**src/rtl/core/dq_pkg.sv**
```systemverilog
package dq_pkg;

  localparam int unsigned WORD_W = 32;

  // operation codes carried in the request
  localparam logic [2:0] OP_PEEK       = 3'd0;
  localparam logic [2:0] OP_PUSH_FRONT = 3'd1;
  localparam logic [2:0] OP_PUSH_REAR  = 3'd2;
  localparam logic [2:0] OP_POP_FRONT  = 3'd3;
  localparam logic [2:0] OP_POP_REAR   = 3'd4;

  // status codes returned in the response
  localparam logic [1:0] ST_OK    = 2'd0;
  localparam logic [1:0] ST_UNDER = 2'd1;
  localparam logic [1:0] ST_OVER  = 2'd2;

  typedef struct packed {
    logic [2:0]               op;
    logic signed [WORD_W-1:0] data_in;
  } dq_req_t;

  typedef struct packed {
    logic signed [WORD_W-1:0] front_word;
    logic signed [WORD_W-1:0] rear_word;
    logic                     is_empty;
    logic                     is_full;
    logic [1:0]               status;
  } dq_rsp_t;

endpackage

```
**src/rtl/core/dq_ram.sv**
```systemverilog
module dq_ram import dq_pkg::*; #(
  parameter int unsigned DEPTH = 16,
  parameter int unsigned AW    = 4
) (
  input  logic              clk,
  input  logic              wr_en,
  input  logic [AW-1:0]     wr_addr,
  input  logic [WORD_W-1:0] wr_data,
  input  logic [AW-1:0]     rd_addr_a,
  input  logic [AW-1:0]     rd_addr_b,
  output logic [WORD_W-1:0] rd_data_a,
  output logic [WORD_W-1:0] rd_data_b
);

  logic [WORD_W-1:0] mem [DEPTH];

  // one write port
  always_ff @(posedge clk) begin
    if (wr_en) begin
      mem[wr_addr] <= wr_data;
    end
  end

  // two registered read ports
  always_ff @(posedge clk) begin
    rd_data_a <= mem[rd_addr_a];
    rd_data_b <= mem[rd_addr_b];
  end

endmodule

```
**src/rtl/core/double_ended_queue.sv**
```systemverilog
// Bounded double-ended queue of signed 32-bit words.
// Request channel (req_valid/req_ready, payload req): an operation code
// (peek, push front, push rear, pop front, pop rear) and a word to push.
// Response channel (rsp_valid/rsp_ready, payload rsp): exactly one per
// request, giving the front and rear words after the operation (0 when
// empty), empty and full flags, and a status (ok, underflow, overflow).
// A pop on an empty queue or a push on a full one changes nothing.
// The accepting edge updates the pointers and writes the ring store; during
// state S_READ the store's registered read captures the front and rear
// entries; in state S_DATA the response register is loaded. One request
// is in flight at a time: the block takes no new request until the previous
// one's response has been loaded into the response register.
// A new request is taken while the previous response still waits; if the
// receiver stalls, the next response waits in its final cycle until the
// response register is free.
// Reset (rst, synchronous) empties the queue; store contents are not
// cleared, as only written entries are ever read.
module double_ended_queue import dq_pkg::*; #(
  parameter int unsigned DEPTH = 16
) (
  input  logic    clk,
  input  logic    rst,
  input  logic    req_valid,
  output logic    req_ready,
  input  dq_req_t req,
  output logic    rsp_valid,
  input  logic    rsp_ready,
  output dq_rsp_t rsp
);

  localparam int unsigned AW = (DEPTH > 1) ? $clog2(DEPTH) : 1;
  localparam int unsigned CW = $clog2(DEPTH + 1);
  localparam int unsigned SW = CW + 1;

  typedef enum logic [1:0] {S_IDLE, S_READ, S_DATA} state_t;

  state_t          state;
  logic [AW-1:0]   front_index;
  logic [CW-1:0]   occupancy;
  logic [1:0]      status;

  logic            accept;
  logic            rsp_load;
  logic            is_push;
  logic            is_pop;
  logic            empty;
  logic            full;
  logic [AW-1:0]   front_dec;
  logic [AW-1:0]   front_inc;
  logic [SW-1:0]   tail_sum;
  logic [SW-1:0]   tail_wrap;
  logic [SW-1:0]   rear_sum;
  logic [SW-1:0]   rear_wrap;
  logic [AW-1:0]   rear_addr;
  logic            wr_en;
  logic [AW-1:0]   wr_addr;
  logic [WORD_W-1:0] rd_front;
  logic [WORD_W-1:0] rd_rear;

  assign req_ready = (state == S_IDLE);
  assign accept    = req_valid && req_ready;
  assign rsp_load  = (state == S_DATA) && (!rsp_valid || rsp_ready);

  // decode and ring arithmetic
  always_comb begin
    is_push   = (req.op == OP_PUSH_FRONT) || (req.op == OP_PUSH_REAR);
    is_pop    = (req.op == OP_POP_FRONT) || (req.op == OP_POP_REAR);
    empty     = (occupancy == '0);
    full      = (occupancy == CW'(DEPTH));
    front_dec = (front_index == '0) ? AW'(DEPTH - 1) : front_index - 1'b1;
    front_inc = (front_index == AW'(DEPTH - 1)) ? '0 : front_index + 1'b1;
    // slot just past the rear
    tail_sum  = SW'(front_index) + SW'(occupancy);
    tail_wrap = (tail_sum >= SW'(DEPTH)) ? tail_sum - SW'(DEPTH) : tail_sum;
    // slot holding the rear word
    rear_sum  = SW'(front_index) + SW'(occupancy) - SW'(1);
    rear_wrap = (rear_sum >= SW'(DEPTH)) ? rear_sum - SW'(DEPTH) : rear_sum;
    rear_addr = empty ? front_index : rear_wrap[AW-1:0];
    wr_en     = accept && is_push && !full;
    wr_addr   = (req.op == OP_PUSH_FRONT) ? front_dec : tail_wrap[AW-1:0];
  end

  dq_ram #(
    .DEPTH (DEPTH),
    .AW    (AW)
  ) u_ram (
    .clk       (clk),
    .wr_en     (wr_en),
    .wr_addr   (wr_addr),
    .wr_data   (req.data_in),
    .rd_addr_a (front_index),
    .rd_addr_b (rear_addr),
    .rd_data_a (rd_front),
    .rd_data_b (rd_rear)
  );

  // sequencer, pointers and response register
  always_ff @(posedge clk) begin
    if (rst) begin
      state       <= S_IDLE;
      front_index <= '0;
      occupancy   <= '0;
      rsp_valid   <= 1'b0;
    end else begin
      // a fresh load takes priority over the handshake that frees the register
      if (rsp_load) begin
        rsp_valid <= 1'b1;
      end else if (rsp_valid && rsp_ready) begin
        rsp_valid <= 1'b0;
      end
      case (state)
        S_IDLE: begin
          if (accept) begin
            if (is_push && full) begin
              status <= ST_OVER;
            end else if (is_pop && empty) begin
              status <= ST_UNDER;
            end else begin
              status <= ST_OK;
            end
            if (is_push && !full) begin
              occupancy <= occupancy + 1'b1;
              if (req.op == OP_PUSH_FRONT) begin
                front_index <= front_dec;
              end
            end else if (is_pop && !empty) begin
              occupancy <= occupancy - 1'b1;
              if (req.op == OP_POP_FRONT) begin
                front_index <= front_inc;
              end
            end
            state <= S_READ;
          end
        end
        S_READ: begin
          state <= S_DATA;
        end
        S_DATA: begin
          // wait for the response register to free up
          if (rsp_load) begin
            rsp.front_word <= empty ? '0 : rd_front;
            rsp.rear_word  <= empty ? '0 : rd_rear;
            rsp.is_empty   <= empty;
            rsp.is_full    <= full;
            rsp.status     <= status;
            state          <= S_IDLE;
          end
        end
        default: begin
          state <= S_IDLE;
        end
      endcase
    end
  end

  // checks
  a_occ_bound: assert property (@(posedge clk) disable iff (rst)
    occupancy <= CW'(DEPTH))
    else $error("occupancy beyond capacity");

  a_accept_seq: assert property (@(posedge clk) disable iff (rst)
    accept |=> (state == S_READ))
    else $error("request not followed by read cycle");

  a_empty_zero: assert property (@(posedge clk) disable iff (rst)
    (rsp_valid && rsp.is_empty) |-> (rsp.front_word == '0 && rsp.rear_word == '0))
    else $error("empty response with non-zero words");

  a_under_empty: assert property (@(posedge clk) disable iff (rst)
    (rsp_valid && rsp.status == ST_UNDER) |-> rsp.is_empty)
    else $error("underflow while not empty");

  a_over_full: assert property (@(posedge clk) disable iff (rst)
    (rsp_valid && rsp.status == ST_OVER) |-> rsp.is_full)
    else $error("overflow while not full");

endmodule

```
**config.mk**
```make
export PLATFORM = sky130hd
export DESIGN_NAME = double_ended_queue
export DESIGN_NICKNAME = d
export VERILOG_FILES = /design/src/rtl/core/dq_pkg.sv /design/src/rtl/core/dq_ram.sv /design/src/rtl/core/double_ended_queue.sv
export SDC_FILE = /design/constraint.sdc
export NUM_CORES = 1
export LEC_CHECK = 0
export BUFFER_PORTS_ARGS = -buffer_cell sky130_fd_sc_hd__buf_4
export CORE_ASPECT_RATIO = 0.6
export CORE_UTILIZATION = 55
export DETAILED_ROUTE_END_ITERATION = 6
export PLACE_DENSITY = 0.72
export REMOVE_ABC_BUFFERS = 1
export SETUP_SLACK_MARGIN = 0.3
export SYNTH_ARGS = -nofsm -noshare
export SYNTH_HDL_FRONTEND = slang
export SYNTH_SLANG_ARGS = --single-unit
```
**constraint.sdc**
```tcl
create_clock -name clk -period 18.8 [get_ports clk]
set_input_delay 1.88 -clock clk [delete_from_list [all_inputs] [get_ports clk]]
set_output_delay 1.88 -clock clk [all_outputs]
set_load 0.02 [all_outputs]
```
* After elaboration in Yosys (flattened, before gate mapping)
Memories as Yosys holds them, arrays and structs flattened. A register that Yosys moved wholly into a read port is not among the register bits.
Index checks and enable logic that the tools add are counted.
** Storage, ports and cells
- Memory bits (writable) :: 512
- Logic and storage cells :: 79
- Bits of input ports :: 39
- Memories kept :: 1
- Output and inout port bits :: 70
- Bits in registers :: 82
** Memories
- u_ram.mem :: depth 16, bits a word 32, read ports 2, clocked after Yosys merged registers in 2, wr ports 1, RTL line dq_ram.sv:15 : logic [WORD_W-1:0] mem [DEPTH];
** Cells by class
- Mux-type cells :: 20
- Add/sub/neg operators :: 8
- Bitwise operators :: 1
- Reduce and logical (&&, ||, !) cells :: 26
- Equality and inequality tests :: 11
- Order comparisons :: 2
** Operator list (count)
- 4-bit 2-to-1 mux :: 10
- 6-bit by 5-bit >= comparator with 1-bit output (second input constant) :: 2
- 4-bit by 1-bit subtractor with 4-bit output (second input constant) :: 3
- 5-bit 2-to-1 mux :: 2
- 1-bit logical AND :: 9
- 3-bit AND reduction :: 3
- 4-bit by 5-bit adder with 6-bit output :: 1
- 3-bit by 2-bit equality test with 1-bit output (second input constant) :: 2
- 2-bit one-hot mux with 3 select lines :: 1
- 2-bit nonzero test :: 3
- 6-bit by 1-bit subtractor with 6-bit output (second input constant) :: 1
- 5-bit by 1-bit adder with 5-bit output (second input constant) :: 1
- 5-bit equality test (second input constant) :: 1
- 5-bit logical NOT :: 1
- 1-bit 2-to-1 mux :: 5
- 5-bit AND reduction :: 1
- 5-bit by 1-bit subtractor with 5-bit output (second input constant) :: 1
- 4-bit by 1-bit adder with 4-bit output (second input constant) :: 1
- 4-bit equality test (second input constant) :: 1
- 4-bit logical NOT :: 1
- 2-bit 2-to-1 mux :: 2
- 2-bit inequality test (second input constant) :: 2
- 3-bit by 1-bit equality test with 1-bit output (second input constant) :: 1
- 3-bit equality test (second input constant) :: 1
- other kinds (8) :: 12

* Logic depth before layout (Yosys ltp)
- Depth in word-level cells :: 6
- Mapped depth :: 12
- Gate-level depth less buffers :: 10

* Hierarchy
A second synthesis with hierarchy kept.
** Unflattened totals
- Cells, all modules :: 1429
- Area, all modules :: 27860.5 um2
** Modules (own cells, without submodules)
- dq_ram :: cells an instance 1141, seq. area each 16656.0 um2, area an instance 24188.2 um2, instances 1
- double_ended_queue :: cells an instance 288, seq. area each 2342.2 um2, area an instance 3672.3 um2, instances 1

* Worst setup path after synthesis
OpenSTA, ideal clock, no wires.
- Path kind :: input-to-reg
- From :: input port rsp_ready
- To :: register rsp[0] in the netlist's numbering, enable pin
- Setup time :: 593 ps
- Data arrival time :: 6955 ps
- Path buffers :: 0
- Data required time :: 18207 ps
- Stages :: 2
- Slack :: 11252 ps
- Path through :: nand2b_1 -> nor3b_1
** On the way
- Cells in the longest elaborated chain, start to end :: 3
** Ends and longest elaborated chain
- start: declaration :: RTL line double_ended_queue.sv:27 : input logic rsp_ready,
- 1-bit logical OR :: RTL line double_ended_queue.sv:62 : assign rsp_load = (state == S_DATA) && (!rsp_valid || rsp_ready);
- 1-bit logical AND :: RTL line double_ended_queue.sv:62
- 3-bit AND reduction (no line)
- end: declaration :: RTL line double_ended_queue.sv:28 : output dq_rsp_t rsp
No other way between the ends.
A chain may end at the register's enable or synchronous reset.

* Worst setup path after layout
- From :: register front_index[1]
- To :: memory u_ram.mem[2][0], enable pin
** On the way
- Cells in the longest elaborated chain, start to end :: 4
- Elaborated cells on any way between the ends :: 8
- Those cells by class :: add/sub: 3; order compare: 1; mux: 3; reduce/logical: 1
** Ends and longest elaborated chain
- start: declaration :: RTL line double_ended_queue.sv:38 : logic [AW-1:0] front_index;
- start signal: assignment :: RTL line double_ended_queue.sv:124 : front_index <= front_dec;
- start signal: assignment :: RTL line double_ended_queue.sv:129 : front_index <= front_inc;
- 4-bit by 5-bit adder with 6-bit output :: RTL line double_ended_queue.sv:73 : tail_sum = SW'(front_index) + SW'(occupancy);
- 6-bit by 5-bit >= comparator with 1-bit output / 4-bit by 1-bit subtractor with 4-bit output (equally long branches) :: RTL line double_ended_queue.sv:74 : tail_wrap = (tail_sum >= SW'(DEPTH)) ? tail_sum - SW'(DEPTH) : tail_sum;
- 4-bit 2-to-1 mux :: RTL line double_ended_queue.sv:74
- 4-bit 2-to-1 mux * :: RTL line double_ended_queue.sv:80 : wr_addr = (req.op == OP_PUSH_FRONT) ? front_dec : tail_wrap[AW-1:0];
- end: declaration :: RTL line dq_ram.sv:15
Mark *: on every way between the ends. The rest lies on a longest branch, timed or not.

==> summary.md <==
| Metric | Value |
|---|---|
| Wire length of the first global-routing pass | 99.5 mm |
| Max-cap viol count | 0 |
| Die area | 0.0523 mm2 |
| Period utilisation layout | 0.251 |
| Iter 0 DRT Violations | 2012 |
| Critical Path Max Stage Delay | 0.74 ns |
| Clock sinks | 658 |
| GR Util All Layers | 0.266 |
| Required time of the critical path | 19.05 ns |
| Crit path max fanout | 109 |
| Largest cells by area after synthesis | edfxtp_1 62%, mux4_2 23%, dfxtp_1 5.4% |
| Hold buffers post-CTS | 0 |
| GP Congestion | 0.840 |
| Distinct cell type count after synthesis | 55 |
| Setup crit end kind | flop |
| Vias in the first global route | 15000 |
| Clock latency on the worst-skew pair | 0.62 ns |
| IO Port Bufs | 108 |
| Setup bufs post-CTS | 0 |
| Gate power share | 0.232 |
| Max Slew Vio Count | 0 |
| Cells after DPL | 2157 |
| DR pass1 iterations | 5 |
| Area growth syn-to-layout | 12.9% |
| Ratio of cells with drive above 1 in the final layout | 0.364 |
| Peak supply drop | 0.0806 mV |
| Ys Warns | 0 |
| Number of synthesized flops with an enable pin | 582 |
| Die height | 177 um |
| Finished Cell Area | 0.0319 mm2 |
| Worst rel slew slack | 0.184 |
| Final #Nets | 1582 |
| PwrDens | 116 mW/mm2 |
| # setup viols final | 0 |
| Critical path class | flop to flop |
| Mapped Area | 0.0282 mm2 |
| CTS Buffer Depth | 3 |
| Most used DFF post-synth | edfxtp_1 |
| Setup TNS | 0 ns |
| Internal Power | 2.70 mW |
| I/O pin count | 109 |
| Layout Skew | 0.0206 ns |
| Worst Setup Start Kind | flop |
| Most common cell in the netlist | edfxtp_1 |
| Post-CTS sizing | 0 |
| Share of the synthesized area in the top cell type | 0.619 |
| WP data arrival | 4.98 ns |
| FP Rows | 63 |
| DRC violations left | 0 |
| Worst path slowest cell | dfxtp_4 |
| RSZ-0062 raised after global routing | no |
| CTS root buffer | clkbuf_16 |
| Fraction of registers with async set/reset | 0 |
| Clk slew on worst S/H paths | 0.07 ns |
| Remaining global-route overflow | 0 |
| Total core area | 0.0500 mm2 |
| Post-Route WL | 67.4 mm |
| Outcome | finished, final reports clean |
| Post-DP Area | 0.0300 mm2 |
| Leak | 10.2 nW |
| Vias | 15400 |
| CTS tree | yes |
| Num CTS Buffers | 57 |
| HP Class | flop to flop |
| Final min period | 4.73 ns |
| Fin. Hold Viols | 0 |
| Clk pwr share | 0.313 |
| Sw Pwr | 1.01 mW |
| Largest net degree at the start of global routing | 110 |
| Cell taking the most area after synthesis | edfxtp_1 |
| Die X-Extent | 294 um |
| Fmax | 212 MHz |
| Htree depth | 2 |
| Hpwl dp | 39.5 mm |
| Worst slew pin tran | 1.20 ns |
| Final antenna-violating net count | 0 |
| Post-synthesis register bit count | 658 |
| Fin Hold WS | 0.424 ns |
| Mapped Cells | 1413 |
| Reg power frac | 0.455 |
| Wire per inst | 29.7 um |
| CP Cell Sequence | buf_12 > inv_1 > ha_1 > o21bai_1 > a21oi_1 > a41oi_1 > mux2_2 > nor3_2 > buf_4 |
| Top cells by count, synth | 582 x edfxtp_1, 288 x mux4_2, 76 x dfxtp_1, 69 x o21ai_0, 64 x and2_1 |
| Antenna violations before repair | 1 |
| Syn avg cell area | 20.0 um2 |
| Post-synthesis sequential area ratio | 0.673 |
| Via/cell ratio | 6.78 |
| Starting Density | 0.565 |
| N_diodes | 0 |
| Final non-filler cell total | 2265 |
| Switching Share | 0.273 |
==> flip-flops by register name (all words and copies together) (netlist names) <==
signal	cells
u_ram.mem	512
rsp	68
u_ram.rd_data_a	32
u_ram.rd_data_b	32
occupancy	5
front_index	4
state	2
status	2
rsp_valid	1
==> critical path: cells and delay by family, from the launching register on <==
family	cells	cell delay, ns
adder cells (fa/ha/maj)	1	0.30
flip-flops	1	0.74
multiplexers	1	0.49
buffers and inverters	3	1.60
AO/OA/AOI/OAI	3	0.45
AND/OR/NAND/NOR	1	0.71
==> cells in the final DEF (no fill, tap or decap), types with 3 or more instances in the layout <==
cell type,netlist,routed
and2_1,64,64
o211ai_1,3,3
ha_1,8,8
mux2i_1,7,3
nor3_2,2,20
clkbuf_1,48,13
edfxtp_1,582,582
buf_4,6,154
xor2_1,6,6
clkinv_1,0,3
a211oi_1,5,5
xnor2_1,8,8
nor2_1,21,21
nand4_1,14,14
a21oi_1,9,9
inv_1,8,8
a22oi_1,18,18
inv_2,3,3
mux4_2,288,288
clkbuf_8,0,7
o21ai_1,4,4
nand3_1,52,52
clkinv_2,0,17
nand2_1,11,10
nand2b_1,5,5
o21a_1,3,3
clkbuf_16,0,59
mux2_1,3,3
dfxtp_1,76,73
o21ai_0,69,68
==> through the flow <==
step	power, mW	utilization	worst slack, ns
6_report	3.71	0.638	14.07
5_1_grt	3.85	0.638	13.76
4_1_cts	3.73	0.638	14.00
3_5_place_dp	2.57	0.601	13.75
3_3_place_gp	2.56	0.601	13.85
2_1_floorplan	2.38	-	8.13
==> path summary, 6_finish.rpt <==
check                               startpoint              end  slack, ns  depth (start not counted)
worst max register to register  front_index[1]  u_ram.mem[2][0]      14.07                          9
worst min-delay path                 status[0]           rsp[0]       0.42                          0
worst max-delay path            front_index[1]  u_ram.mem[2][0]      14.07                          9
worst min register to register       status[0]           rsp[0]       0.42                          0
==> power groups by stage <==
stage	logic [mW]	registers, mW	clock network [mW]
floorplan	0.660	1.72	0
detailed placement	0.856	1.72	0
global route	0.921	1.69	1.23
finish	0.859	1.69	1.16
CTS	0.860	1.69	1.18
global placement	0.846	1.72	0
==> routing by layer <==
layer | share of wire | global-route usage | routed length [um] | up-vias
li1 | - | - | - | 6219
met1 | 0.42 | 0.410 | 28200 | 8071
met2 | 0.44 | 0.378 | 29600 | 966
met3 | 0.12 | 0.0740 | 8140 | 102
met4 | 0.021 | 0.0647 | 1430 | 0
met5 | 0 | 0 | 0 | -
==> logic make-up after synthesis <==
group                    share of synthesized area
XOR/XNOR                                   0.00678
AO/OA/AOI/OAI                               0.0262
AND/OR/NAND/NOR                             0.0395
adder cells (fa/ha/maj)                    0.00426
buffers and inverters                       0.0163
flip-flops                                   0.673
multiplexers                                 0.234
==> final cells by class <==
type | instances | area (um2)
Clock buffer | 79 | 1620
Inverter | 11 | 41.3
Sequential cell | 658 | 19000
Clock inverter | 29 | 231
Tap cell | 682 | 853
Fill cell | 3448 | 18100
Multi-Input combinational cell | 651 | 8940
Timing Repair Buffer | 155 | 1180
Note: power is estimated with default switching activity, not from simulation.
